[src/sv/rmdm_pkg.sv]
// Package for the register and memory dependency matrix.
// Holds field widths, parameter defaults, the controller state type and
// the command and status structs shared by controller and datapath.
package rmdm_pkg;

	localparam int DEF_PROGRAM_DEPTH = 64;
	localparam int DEF_REG_COUNT     = 32;

	localparam int REG_W      = 5;
	localparam int OFF_W      = 12;
	localparam int MASK_W     = 64;
	localparam int INDEX_W    = 6;
	localparam int ALIAS_SPAN = 4;
	localparam int ENTRY_W    = REG_W + OFF_W + 1;

	typedef enum logic [2:0] {
		ST_IDLE,
		ST_A,
		ST_B,
		ST_C,
		ST_D,
		ST_E,
		ST_SCAN,
		ST_DONE
	} state_t;

	typedef struct packed {
		logic load;
		logic step_a;
		logic step_b;
		logic step_c;
		logic step_d;
		logic step_e;
		logic scan;
		logic finish;
	} cmd_t;

	typedef struct packed {
		logic overflow;
		logic scan_done;
	} status_t;

endpackage

[src/sv/rmdm_ram.sv]
// Generic simple dual-port RAM: one write port, one registered read port.
// No dependencies.
module rmdm_ram #(
	parameter int WIDTH = 8,
	parameter int DEPTH = 32
) (
	input  logic                     clk,
	input  logic                     we,
	input  logic [$clog2(DEPTH)-1:0] waddr,
	input  logic [WIDTH-1:0]         wdata,
	input  logic [$clog2(DEPTH)-1:0] raddr,
	output logic [WIDTH-1:0]         rdata
);

	logic [WIDTH-1:0] mem_q [DEPTH];

	always_ff @(posedge clk) begin
		if (we) begin
			mem_q[waddr] <= wdata;
		end
		rdata <= mem_q[raddr];
	end

endmodule

[src/sv/rmdm_ctrl.sv]
// Controller of the dependency matrix: sequences table lookups, the memory
// scan and the output handshake. Depends on rmdm_pkg.
module rmdm_ctrl (
	input  logic              clk,
	input  logic              arst_n,
	input  logic              in_valid,
	output logic              in_stall,
	output logic              out_valid,
	input  logic              out_stall,
	input  rmdm_pkg::status_t status,
	output rmdm_pkg::cmd_t    cmd
);

	import rmdm_pkg::*;

	state_t state_q, state_d;
	logic   out_valid_q;

	always_ff @(posedge clk or negedge arst_n) begin
		if (!arst_n) begin
			state_q     <= ST_IDLE;
			out_valid_q <= 1'b0;
		end else begin
			state_q <= state_d;
			if (cmd.finish) begin
				out_valid_q <= 1'b1;
			end else if (out_valid_q && !out_stall) begin
				out_valid_q <= 1'b0;
			end
		end
	end

	always_comb begin
		state_d = state_q;
		cmd     = '0;
		unique case (state_q)
			ST_IDLE: begin
				if (in_valid) begin
					cmd.load = 1'b1;
					state_d  = status.overflow ? ST_DONE : ST_A;
				end
			end
			ST_A: begin
				cmd.step_a = 1'b1;
				state_d    = ST_B;
			end
			ST_B: begin
				cmd.step_b = 1'b1;
				state_d    = ST_C;
			end
			ST_C: begin
				cmd.step_c = 1'b1;
				state_d    = ST_D;
			end
			ST_D: begin
				cmd.step_d = 1'b1;
				state_d    = ST_E;
			end
			ST_E: begin
				cmd.step_e = 1'b1;
				state_d    = ST_SCAN;
			end
			ST_SCAN: begin
				cmd.scan = 1'b1;
				if (status.scan_done) begin
					state_d = ST_DONE;
				end
			end
			ST_DONE: begin
				if (!out_valid_q || !out_stall) begin
					cmd.finish = 1'b1;
					state_d    = ST_IDLE;
				end
			end
			default: state_d = ST_IDLE;
		endcase
	end

	assign in_stall  = (state_q != ST_IDLE);
	assign out_valid = out_valid_q;

endmodule

[src/sv/rmdm_dp.sv]
// Datapath of the dependency matrix: last-writer and reader-set tables,
// memory entry table with alias scan, masks and output registers.
// Depends on rmdm_pkg and rmdm_ram.
module rmdm_dp #(
	parameter int PROGRAM_DEPTH = rmdm_pkg::DEF_PROGRAM_DEPTH,
	parameter int REG_COUNT     = rmdm_pkg::DEF_REG_COUNT
) (
	input  logic                               clk,
	input  logic                               arst_n,
	input  rmdm_pkg::cmd_t                     cmd,
	output rmdm_pkg::status_t                  status,
	input  logic                               start_program,
	input  logic [rmdm_pkg::REG_W-1:0]         dest_reg,
	input  logic [rmdm_pkg::REG_W-1:0]         src1_reg,
	input  logic [rmdm_pkg::REG_W-1:0]         src2_reg,
	input  logic                               is_memory,
	input  logic                               is_store,
	input  logic signed [rmdm_pkg::OFF_W-1:0]  mem_offset,
	output logic [rmdm_pkg::INDEX_W-1:0]       instr_index,
	output logic [rmdm_pkg::MASK_W-1:0]        raw_mask,
	output logic [rmdm_pkg::MASK_W-1:0]        war_mask,
	output logic [rmdm_pkg::MASK_W-1:0]        waw_mask,
	output logic [rmdm_pkg::MASK_W-1:0]        mem_mask,
	output logic                               window_overflow
);

	import rmdm_pkg::*;

	localparam int IDX_W = $clog2(PROGRAM_DEPTH);
	localparam int CNT_W = $clog2(PROGRAM_DEPTH + 1);
	localparam int RA_W  = $clog2(REG_COUNT);
	localparam logic signed [OFF_W:0] SPAN_POS = (OFF_W + 1)'(ALIAS_SPAN);
	localparam logic signed [OFF_W:0] SPAN_NEG = (OFF_W + 1)'(-ALIAS_SPAN);

	function automatic logic reg_ok(input logic [REG_W-1:0] r);
		return (r != '0) && (int'(r) < REG_COUNT);
	endfunction

	// transaction fields
	logic [RA_W-1:0]         rd_a_q, rs1_a_q, rs2_a_q;
	logic                    rd_ok_q, rs1_ok_q, rs2_ok_q;
	logic [REG_W-1:0]        base_q;
	logic signed [OFF_W-1:0] off_q;
	logic                    mem_q, st_q;
	logic [IDX_W-1:0]        idx_q;
	logic                    ovf_q;
	logic [MASK_W-1:0]       raw_q, war_q, waw_q, mem_mask_q;

	// output registers
	logic [INDEX_W-1:0]      out_index_q;
	logic [MASK_W-1:0]       out_raw_q, out_war_q, out_waw_q, out_mem_q;
	logic                    out_ovf_q;

	// control state
	logic [CNT_W-1:0]        next_q;
	logic                    lw_vld_q [REG_COUNT];
	logic                    rs_vld_q [REG_COUNT];
	logic                    me_vld_q [PROGRAM_DEPTH];
	logic [CNT_W-1:0]        k_q;
	logic                    cmp_v_s1;
	logic [IDX_W-1:0]        cmp_k_s1;

	// table ports
	logic [RA_W-1:0]         lw_raddr, rs_raddr, rs_waddr;
	logic [IDX_W-1:0]        lw_rdata;
	logic [MASK_W-1:0]       rs_rdata, rs_wdata;
	logic                    rs_we;
	logic [ENTRY_W-1:0]      me_rdata;

	logic                    ovf_now;
	logic [MASK_W-1:0]       bit_i;
	logic [CNT_W-1:0]        scan_lim;
	logic                    issue;
	logic [REG_W-1:0]        k_base;
	logic signed [OFF_W-1:0] k_off;
	logic                    k_st;
	logic signed [OFF_W:0]   diff;
	logic                    alias_hit;

	assign ovf_now  = !start_program && (next_q >= CNT_W'(PROGRAM_DEPTH));
	assign bit_i    = MASK_W'(1) << idx_q;
	assign scan_lim = (mem_q && rs1_ok_q) ? CNT_W'(idx_q) : '0;
	assign issue    = cmd.scan && (k_q < scan_lim);

	assign status.overflow  = ovf_now;
	assign status.scan_done = (k_q >= scan_lim) && !cmp_v_s1;

	always_comb begin
		if (cmd.step_a) begin
			lw_raddr = rs1_a_q;
			rs_raddr = rd_a_q;
		end else if (cmd.step_b) begin
			lw_raddr = rs2_a_q;
			rs_raddr = rs1_a_q;
		end else begin
			lw_raddr = rd_a_q;
			rs_raddr = rs2_a_q;
		end
	end

	assign rs_waddr = cmd.step_c ? rs1_a_q : rs2_a_q;
	assign rs_we    = (cmd.step_c && rs1_ok_q) || (cmd.step_e && rs2_ok_q);
	assign rs_wdata = (rs_vld_q[rs_waddr] ? rs_rdata : '0) | bit_i;

	rmdm_ram #(
		.WIDTH(IDX_W),
		.DEPTH(REG_COUNT)
	) u_lw_ram (
		.clk  (clk),
		.we   (cmd.step_e && rd_ok_q),
		.waddr(rd_a_q),
		.wdata(idx_q),
		.raddr(lw_raddr),
		.rdata(lw_rdata)
	);

	rmdm_ram #(
		.WIDTH(MASK_W),
		.DEPTH(REG_COUNT)
	) u_rs_ram (
		.clk  (clk),
		.we   (rs_we),
		.waddr(rs_waddr),
		.wdata(rs_wdata),
		.raddr(rs_raddr),
		.rdata(rs_rdata)
	);

	rmdm_ram #(
		.WIDTH(ENTRY_W),
		.DEPTH(PROGRAM_DEPTH)
	) u_me_ram (
		.clk  (clk),
		.we   (cmd.step_e && mem_q),
		.waddr(idx_q),
		.wdata({st_q, base_q, off_q}),
		.raddr(k_q[IDX_W-1:0]),
		.rdata(me_rdata)
	);

	assign k_st   = me_rdata[ENTRY_W-1];
	assign k_base = me_rdata[OFF_W +: REG_W];
	assign k_off  = me_rdata[OFF_W-1:0];
	assign diff   = $signed({k_off[OFF_W-1], k_off}) - $signed({off_q[OFF_W-1], off_q});
	assign alias_hit = cmp_v_s1 && me_vld_q[cmp_k_s1] && (k_base == base_q)
		&& (diff < SPAN_POS) && (diff > SPAN_NEG) && (k_st || st_q);

	always_ff @(posedge clk or negedge arst_n) begin
		if (!arst_n) begin
			next_q   <= '0;
			k_q      <= '0;
			cmp_v_s1 <= 1'b0;
			for (int r = 0; r < REG_COUNT; r++) begin
				lw_vld_q[r] <= 1'b0;
				rs_vld_q[r] <= 1'b0;
			end
			for (int e = 0; e < PROGRAM_DEPTH; e++) begin
				me_vld_q[e] <= 1'b0;
			end
		end else begin
			if (cmd.load && start_program) begin
				next_q <= '0;
				for (int r = 0; r < REG_COUNT; r++) begin
					lw_vld_q[r] <= 1'b0;
					rs_vld_q[r] <= 1'b0;
				end
				for (int e = 0; e < PROGRAM_DEPTH; e++) begin
					me_vld_q[e] <= 1'b0;
				end
			end
			if (cmd.step_b && rd_ok_q) begin
				rs_vld_q[rd_a_q] <= 1'b0;
			end
			if (cmd.step_c && rs1_ok_q) begin
				rs_vld_q[rs1_a_q] <= 1'b1;
			end
			if (cmd.step_e) begin
				if (rs2_ok_q) begin
					rs_vld_q[rs2_a_q] <= 1'b1;
				end
				if (rd_ok_q) begin
					lw_vld_q[rd_a_q] <= 1'b1;
				end
				if (mem_q) begin
					me_vld_q[idx_q] <= 1'b1;
				end
				k_q      <= '0;
				cmp_v_s1 <= 1'b0;
			end
			if (cmd.scan) begin
				cmp_v_s1 <= issue;
				if (issue) begin
					k_q <= k_q + 1'b1;
				end
			end
			if (cmd.finish && !ovf_q) begin
				next_q <= CNT_W'(idx_q) + 1'b1;
			end
		end
	end

	always_ff @(posedge clk) begin
		if (cmd.load) begin
			rd_a_q     <= RA_W'(dest_reg);
			rs1_a_q    <= RA_W'(src1_reg);
			rs2_a_q    <= RA_W'(src2_reg);
			rd_ok_q    <= reg_ok(dest_reg);
			rs1_ok_q   <= reg_ok(src1_reg);
			rs2_ok_q   <= reg_ok(src2_reg);
			base_q     <= reg_ok(src1_reg) ? src1_reg : '0;
			off_q      <= mem_offset;
			mem_q      <= is_memory;
			st_q       <= is_memory && is_store;
			idx_q      <= (ovf_now || start_program) ? '0 : next_q[IDX_W-1:0];
			ovf_q      <= ovf_now;
			raw_q      <= '0;
			war_q      <= '0;
			waw_q      <= '0;
			mem_mask_q <= '0;
		end
		if (cmd.step_b) begin
			if (rs1_ok_q && lw_vld_q[rs1_a_q]) begin
				raw_q <= raw_q | (MASK_W'(1) << lw_rdata);
			end
			if (rd_ok_q && rs_vld_q[rd_a_q]) begin
				war_q <= rs_rdata;
			end
		end
		if (cmd.step_c && rs2_ok_q && lw_vld_q[rs2_a_q]) begin
			raw_q <= raw_q | (MASK_W'(1) << lw_rdata);
		end
		if (cmd.step_d && rd_ok_q && lw_vld_q[rd_a_q]) begin
			waw_q <= MASK_W'(1) << lw_rdata;
		end
		if (issue) begin
			cmp_k_s1 <= k_q[IDX_W-1:0];
		end
		if (cmd.scan && alias_hit) begin
			mem_mask_q <= mem_mask_q | (MASK_W'(1) << cmp_k_s1);
		end
		if (cmd.finish) begin
			out_index_q <= INDEX_W'(idx_q);
			out_raw_q   <= raw_q;
			out_war_q   <= war_q;
			out_waw_q   <= waw_q;
			out_mem_q   <= mem_mask_q;
			out_ovf_q   <= ovf_q;
		end
	end

	assign instr_index     = out_index_q;
	assign raw_mask        = out_raw_q;
	assign war_mask        = out_war_q;
	assign waw_mask        = out_waw_q;
	assign mem_mask        = out_mem_q;
	assign window_overflow = out_ovf_q;

endmodule

[src/sv/register_memory_dependency_matrix_core.sv]
// Top level of the register and memory dependency matrix.
// Joins the controller rmdm_ctrl and the datapath rmdm_dp; uses rmdm_pkg.
//
// Usage: one decoded instruction enters per input transaction (in_valid,
// in_stall); one result leaves per output transaction (out_valid, out_stall)
// carrying the instruction index and the RAW, WAR, WAW and memory alias masks
// over earlier instructions of the program. start_program clears all tables
// and makes the instruction number 0.
// After acceptance an instruction steps through states A to E, SCAN and DONE; when
// instruction i > 0 is a load or store with a nonzero base register, the memory
// table is read one entry per cycle through its single read port. A new
// instruction is taken only after the result is registered and the controller
// is back in idle.
// Instructions past the window go straight to the result, flagged with
// window_overflow, and change no state.
// Reset empties all tables at once and drops any pending result.
// While out_stall holds a result, the next instruction is still accepted and
// processed; its result waits until the output register is free.
module register_memory_dependency_matrix_core #(
	parameter int PROGRAM_DEPTH = rmdm_pkg::DEF_PROGRAM_DEPTH,
	parameter int REG_COUNT     = rmdm_pkg::DEF_REG_COUNT
) (
	input  logic                               clk,
	input  logic                               arst_n,
	input  logic                               in_valid,
	output logic                               in_stall,
	input  logic                               start_program,
	input  logic [rmdm_pkg::REG_W-1:0]         dest_reg,
	input  logic [rmdm_pkg::REG_W-1:0]         src1_reg,
	input  logic [rmdm_pkg::REG_W-1:0]         src2_reg,
	input  logic                               is_memory,
	input  logic                               is_store,
	input  logic signed [rmdm_pkg::OFF_W-1:0]  mem_offset,
	output logic                               out_valid,
	input  logic                               out_stall,
	output logic [rmdm_pkg::INDEX_W-1:0]       instr_index,
	output logic [rmdm_pkg::MASK_W-1:0]        raw_mask,
	output logic [rmdm_pkg::MASK_W-1:0]        war_mask,
	output logic [rmdm_pkg::MASK_W-1:0]        waw_mask,
	output logic [rmdm_pkg::MASK_W-1:0]        mem_mask,
	output logic                               window_overflow
);

	import rmdm_pkg::*;

	cmd_t    cmd;
	status_t status;

	rmdm_ctrl u_ctrl (
		.clk      (clk),
		.arst_n   (arst_n),
		.in_valid (in_valid),
		.in_stall (in_stall),
		.out_valid(out_valid),
		.out_stall(out_stall),
		.status   (status),
		.cmd      (cmd)
	);

	rmdm_dp #(
		.PROGRAM_DEPTH(PROGRAM_DEPTH),
		.REG_COUNT    (REG_COUNT)
	) u_dp (
		.clk            (clk),
		.arst_n         (arst_n),
		.cmd            (cmd),
		.status         (status),
		.start_program  (start_program),
		.dest_reg       (dest_reg),
		.src1_reg       (src1_reg),
		.src2_reg       (src2_reg),
		.is_memory      (is_memory),
		.is_store       (is_store),
		.mem_offset     (mem_offset),
		.instr_index    (instr_index),
		.raw_mask       (raw_mask),
		.war_mask       (war_mask),
		.waw_mask       (waw_mask),
		.mem_mask       (mem_mask),
		.window_overflow(window_overflow)
	);

endmodule

[config.mk]
export PLATFORM = sky130hd
export DESIGN_NAME = register_memory_dependency_matrix_core
export DESIGN_NICKNAME = d
export VERILOG_FILES = /design/src/sv/rmdm_pkg.sv /design/src/sv/rmdm_ram.sv /design/src/sv/rmdm_ctrl.sv /design/src/sv/rmdm_dp.sv /design/src/sv/register_memory_dependency_matrix_core.sv
export SDC_FILE = /design/constraint.sdc
export NUM_CORES = 2
export LEC_CHECK = 0
export ABC_AREA = 1
export BUFFER_PORTS_ARGS = -buffer_cell sky130_fd_sc_hd__clkbuf_2
export CAP_MARGIN = 0
export CORE_UTILIZATION = 44
export DETAILED_ROUTE_END_ITERATION = 10
export GPL_TIMING_DRIVEN = 0
export SYNTH_ARGS = -nofsm -noshare
export SYNTH_HDL_FRONTEND = slang
export SYNTH_HIERARCHICAL = 1
export SYNTH_SLANG_ARGS = --single-unit
export TNS_END_PERCENT = 50
[constraint.sdc]
create_clock -name clk -period 19.4 [get_ports clk]
set_input_delay 3.88 -clock clk [delete_from_list [all_inputs] [get_ports clk]]
set_output_delay 3.88 -clock clk [all_outputs]
set_load 0.02 [all_outputs]
==> results.ini <==
[global_route]
grt_max_degree = 109
use_met3 = 0.0545
antenna_found_initial = 34
grtUsageMet1 = 0.399
grt_pass1_vias = 114336
top_usage_layer = met2
grt_usage = 0.301
grt-ovfl-total = 0
grt_pass1_wl_um = 840000
gr-usage-met2 = 0.472

[power]
ir_worst_vdd_v = 0.000124
leakage_nw = 75.0
power_density_mw_per_mm2 = 167

[logic_synthesis]
synth_compound_area_frac = 0.0163
syn_inst = 14822
postSynthAreaPerCell_um2 = 11.5
synth_flop_cell = edfxtp_1
synth_top_family_by_area = simple AND/OR/NAND/NOR gates
synth_top_area_share = 0.676
ys_async_sr_fraction = 0.0350
synth_edf_count = 3833
ys_types = 51
yosysWarnings = 6
synth_area_mm2 = 0.170
yosys.area_share.adder = 0.00195
synth-seq-cells = 4196
yosysTopAreaCell = edfxtp_1
muxShareOfSynthArea = 0.0000588
yosys-top-cells-area = edfxtp_1 (68%), nand2_1 (11%), nand3_1 (9.5%), dfxtp_1 (2.5%), dfrtp_1 (2.2%)
synthXorXnorAreaFrac = 0.000103
synth_nets = 14882
yosys.area_share.simple = 0.219
seq_area_frac_synth = 0.723

[sta]
grt_setup_unrepaired = no
slew_headroom = -0.106
finalWorstSetupSlack_ps = 12850
min_period_ps = 6550
tightest_slew_ps = 1660
finClkSkew_ps = 69.3
finalCritPeriodShare = 0.338
tns_ps = 0
report.final.slew_viol_count = 11
max_freq_mhz = 153
fin_hold_ws_ps = 411
hold_viol = 0
setup_viol = 0

[layout]
drive_gt1_frac = 0.130
fin_nets = 15966
area_delta_synth_final_pct = 17.8
stdcell_area_mm2 = 0.201

[setup_path]
crit_end = u_dp/mem_mask_q[42]
rr_startpoint = u_ctrl/state_q[0]
cp_max_fo = 52
worst_ep_required_time_ps = 20030
critPathArrivalTime_ps = 7180
crit-reg2reg-capture = u_dp/u_rs_ram/rdata[29]
crit_path_start = in_valid
worst_setup_path_end_kind = register
critPathKind = in -> reg
r2r_cells = 15
ff2ff_setup_slack_ps = 13420
worstSetupStartpointType = primary input

[detailed_routing]
wl_um = 603000
drt-initial-drc-count = 17197
wl_per_cell_um = 28.1
firstDrtPassIters = 6
drcViolationCount = 0
ant_nets = 0
avgViaCountPerCell = 5.76
dr_total_vias = 123656

[job]
cap_violations = 2

[clock_tree]
cts_resized = 0
ctsLongestPathBuffers = 4
post_cts_buffers = 0
cts-buffers-inserted = 434
ctsHoldBuffers = 0
clock_latency_ps = 1020
clkSinkCount = 4196
cts.clk_slew.worst_paths_ps = 60
cts_tree = done
cts-root-buf = clkbuf_16
cts-htree-levels = 5

[min_path]
holdPathStages = 0
min_path_type = reg -> reg

[placement]
detailedPlace.worstSlack_ps = 11930
io_buffers = 298
postPlaceCellArea_mm2 = 0.186
place_congestion = 0.943
dp_hpwl_um = 424000

[floorplanning]
core_mm2 = 0.385
io_pins = 299
die_x_um = 624
start_util = 0.442
die_h_um = 624
rows = 228
dieArea_mm2 = 0.390

[run_status]
failed_checks = capacitance limit, slew limit
status = complete, but fails checks

-- kinds of logic (layout without fill, tap and decap cells) --
kind of cell,Yosys count,after routing
adders and majority gates,26,26
muxes,1,1
buffers and inverters,1368,2824
xor gates and xnor gates,2,2
DFF,4196,4196
other,0,15
and+or+nand+nor,8783,8783
AOI/OAI and AO/OA,446,446
-- layer usage --
layer	vias to the layer above	routed length [µm]
met2	7804	272000
met3	1463	66700
li1	53944	-
met4	10	38300
met5	-	73
met1	60435	225000
-- placed cells by master, fill, tap and decap left out, types with 10 or more instances in the layout --
cell type   netlist  layout
a21oi_1          82      82
a22oi_1          53      53
buf_1            82      81
buf_12            0     127
buf_16            0     118
buf_2           436     437
buf_4            50      75
buf_6           118     123
buf_8             4      79
bufinv_16         0      30
clkbuf_1        204     318
clkbuf_16         0     450
clkbuf_2          0     298
clkbuf_8          0      43
clkinv_1          8      66
clkinv_2          1      67
clkinvlp_4        0      17
dfrtp_1         147     147
dfxtp_1         216     216
diode_2           0      15
edfxtp_1       3833    3833
ha_1             25      25
inv_1           444     444
inv_2            17      17
inv_6             0      10
nand2_1        4924    4922
nand3_1        3228    3228
nand4_1          31      31
nor2_1          515     425
nor2_2            6      58
nor2_4            1      39
nor3_1           47      47
nor4_2            0      12
o211ai_1         45      45
o21ai_0         126      84
o21ai_2           0      35
o21ai_4           2      31
o21bai_1         25      25
o221ai_1         20      20
o22ai_1          47      47
-- per-stage QoR --
step	cells	util	power (W)
after floorplan	14822	-	0.0190
after global placement	20295	0.463	0.0244
after detailed placement	20643	0.484	0.0248
after CTS	21451	0.521	0.0331
after global routing	21456	0.521	0.0345
final	21468	0.521	0.0334
-- how the worst min path moves through the flow --
stage | from | to | slack (ps)
finish | u_dp/waw_q[53] | u_dp/waw_mask[53] | 410
global route | u_dp/waw_q[42] | u_dp/waw_mask[42] | 420
CTS | u_dp/waw_q[42] | u_dp/waw_mask[42] | 410
detailed placement | u_dp/waw_q[13] | u_dp/waw_mask[13] | 400
global placement | u_dp/waw_q[50] | u_dp/waw_mask[50] | 400
floorplan | u_dp/waw_q[0] | u_dp/waw_mask[0] | 400
-- critical path, cell delays in order --
cell      delay [ps]
clkbuf_2          70
inv_1             80
nor2_4           710
clkbuf_1         830
inv_2            370
clkbuf_1         430
nand2_4          350
buf_16           270
-- cell type report --
type	count	area, µm²
diodes	15	37.5
plain buffers	894	5020
clock buffers	607	12300
clock inverters	201	1940
fillers	33229	185000
inverters	474	1800
multi-input cells	9258	41400
flip-flops and latches	4196	123000
well taps	5175	6470
repair buffers	648	8660
-- flip-flops by register name, indices dropped and copies added, names as in the netlist, 32 cells and up --
| name | count |
|---|---|
| u_dp/u_lw_ram/mem_q | 192 |
| u_dp/me_vld_q | 64 |
| u_dp/u_rs_ram/mem_q | 2048 |
| u_dp/war_q | 64 |
| u_dp/raw_mask | 64 |
| u_dp/war_mask | 64 |
| u_dp/u_rs_ram/rdata | 64 |
| u_dp/mem_mask | 64 |
| u_dp/rs_vld_q | 32 |
| u_dp/lw_vld_q | 32 |
| u_dp/mem_mask_q | 64 |
| u_dp/raw_q | 64 |
| u_dp/waw_q | 64 |
| u_dp/u_me_ram/mem_q | 1152 |
| u_dp/waw_mask | 64 |
-- Yosys cell counts (6+ instances only) --
cell type / n
a22oi_1: 53
nor2_2: 6
a21o_1: 6
dfxtp_1: 216
dfrtp_1: 147
buf_6: 118
o211ai_1: 45
nor3_1: 47
a21oi_1: 82
edfxtp_1: 3833
clkbuf_1: 204
ha_1: 25
buf_4: 50
nor4_1: 13
nand2_2: 7
inv_2: 17
nor2_1: 515
o221ai_1: 20
buf_2: 436
o21ai_0: 126
nand2_1: 4924
nand4_1: 31
o21bai_1: 25
nand3_1: 3228
clkinv_1: 8
o22ai_1: 47
inv_1: 444
o21ai_1: 25
buf_1: 82
-- power breakdown --
part | switching [W] | internal (W)
Combinational | 0.00975 | 0.00335
Clock | 0.00355 | 0.00481
Sequential | 0.000512 | 0.0115
Note: power is estimated with default switching activity, not from simulation.
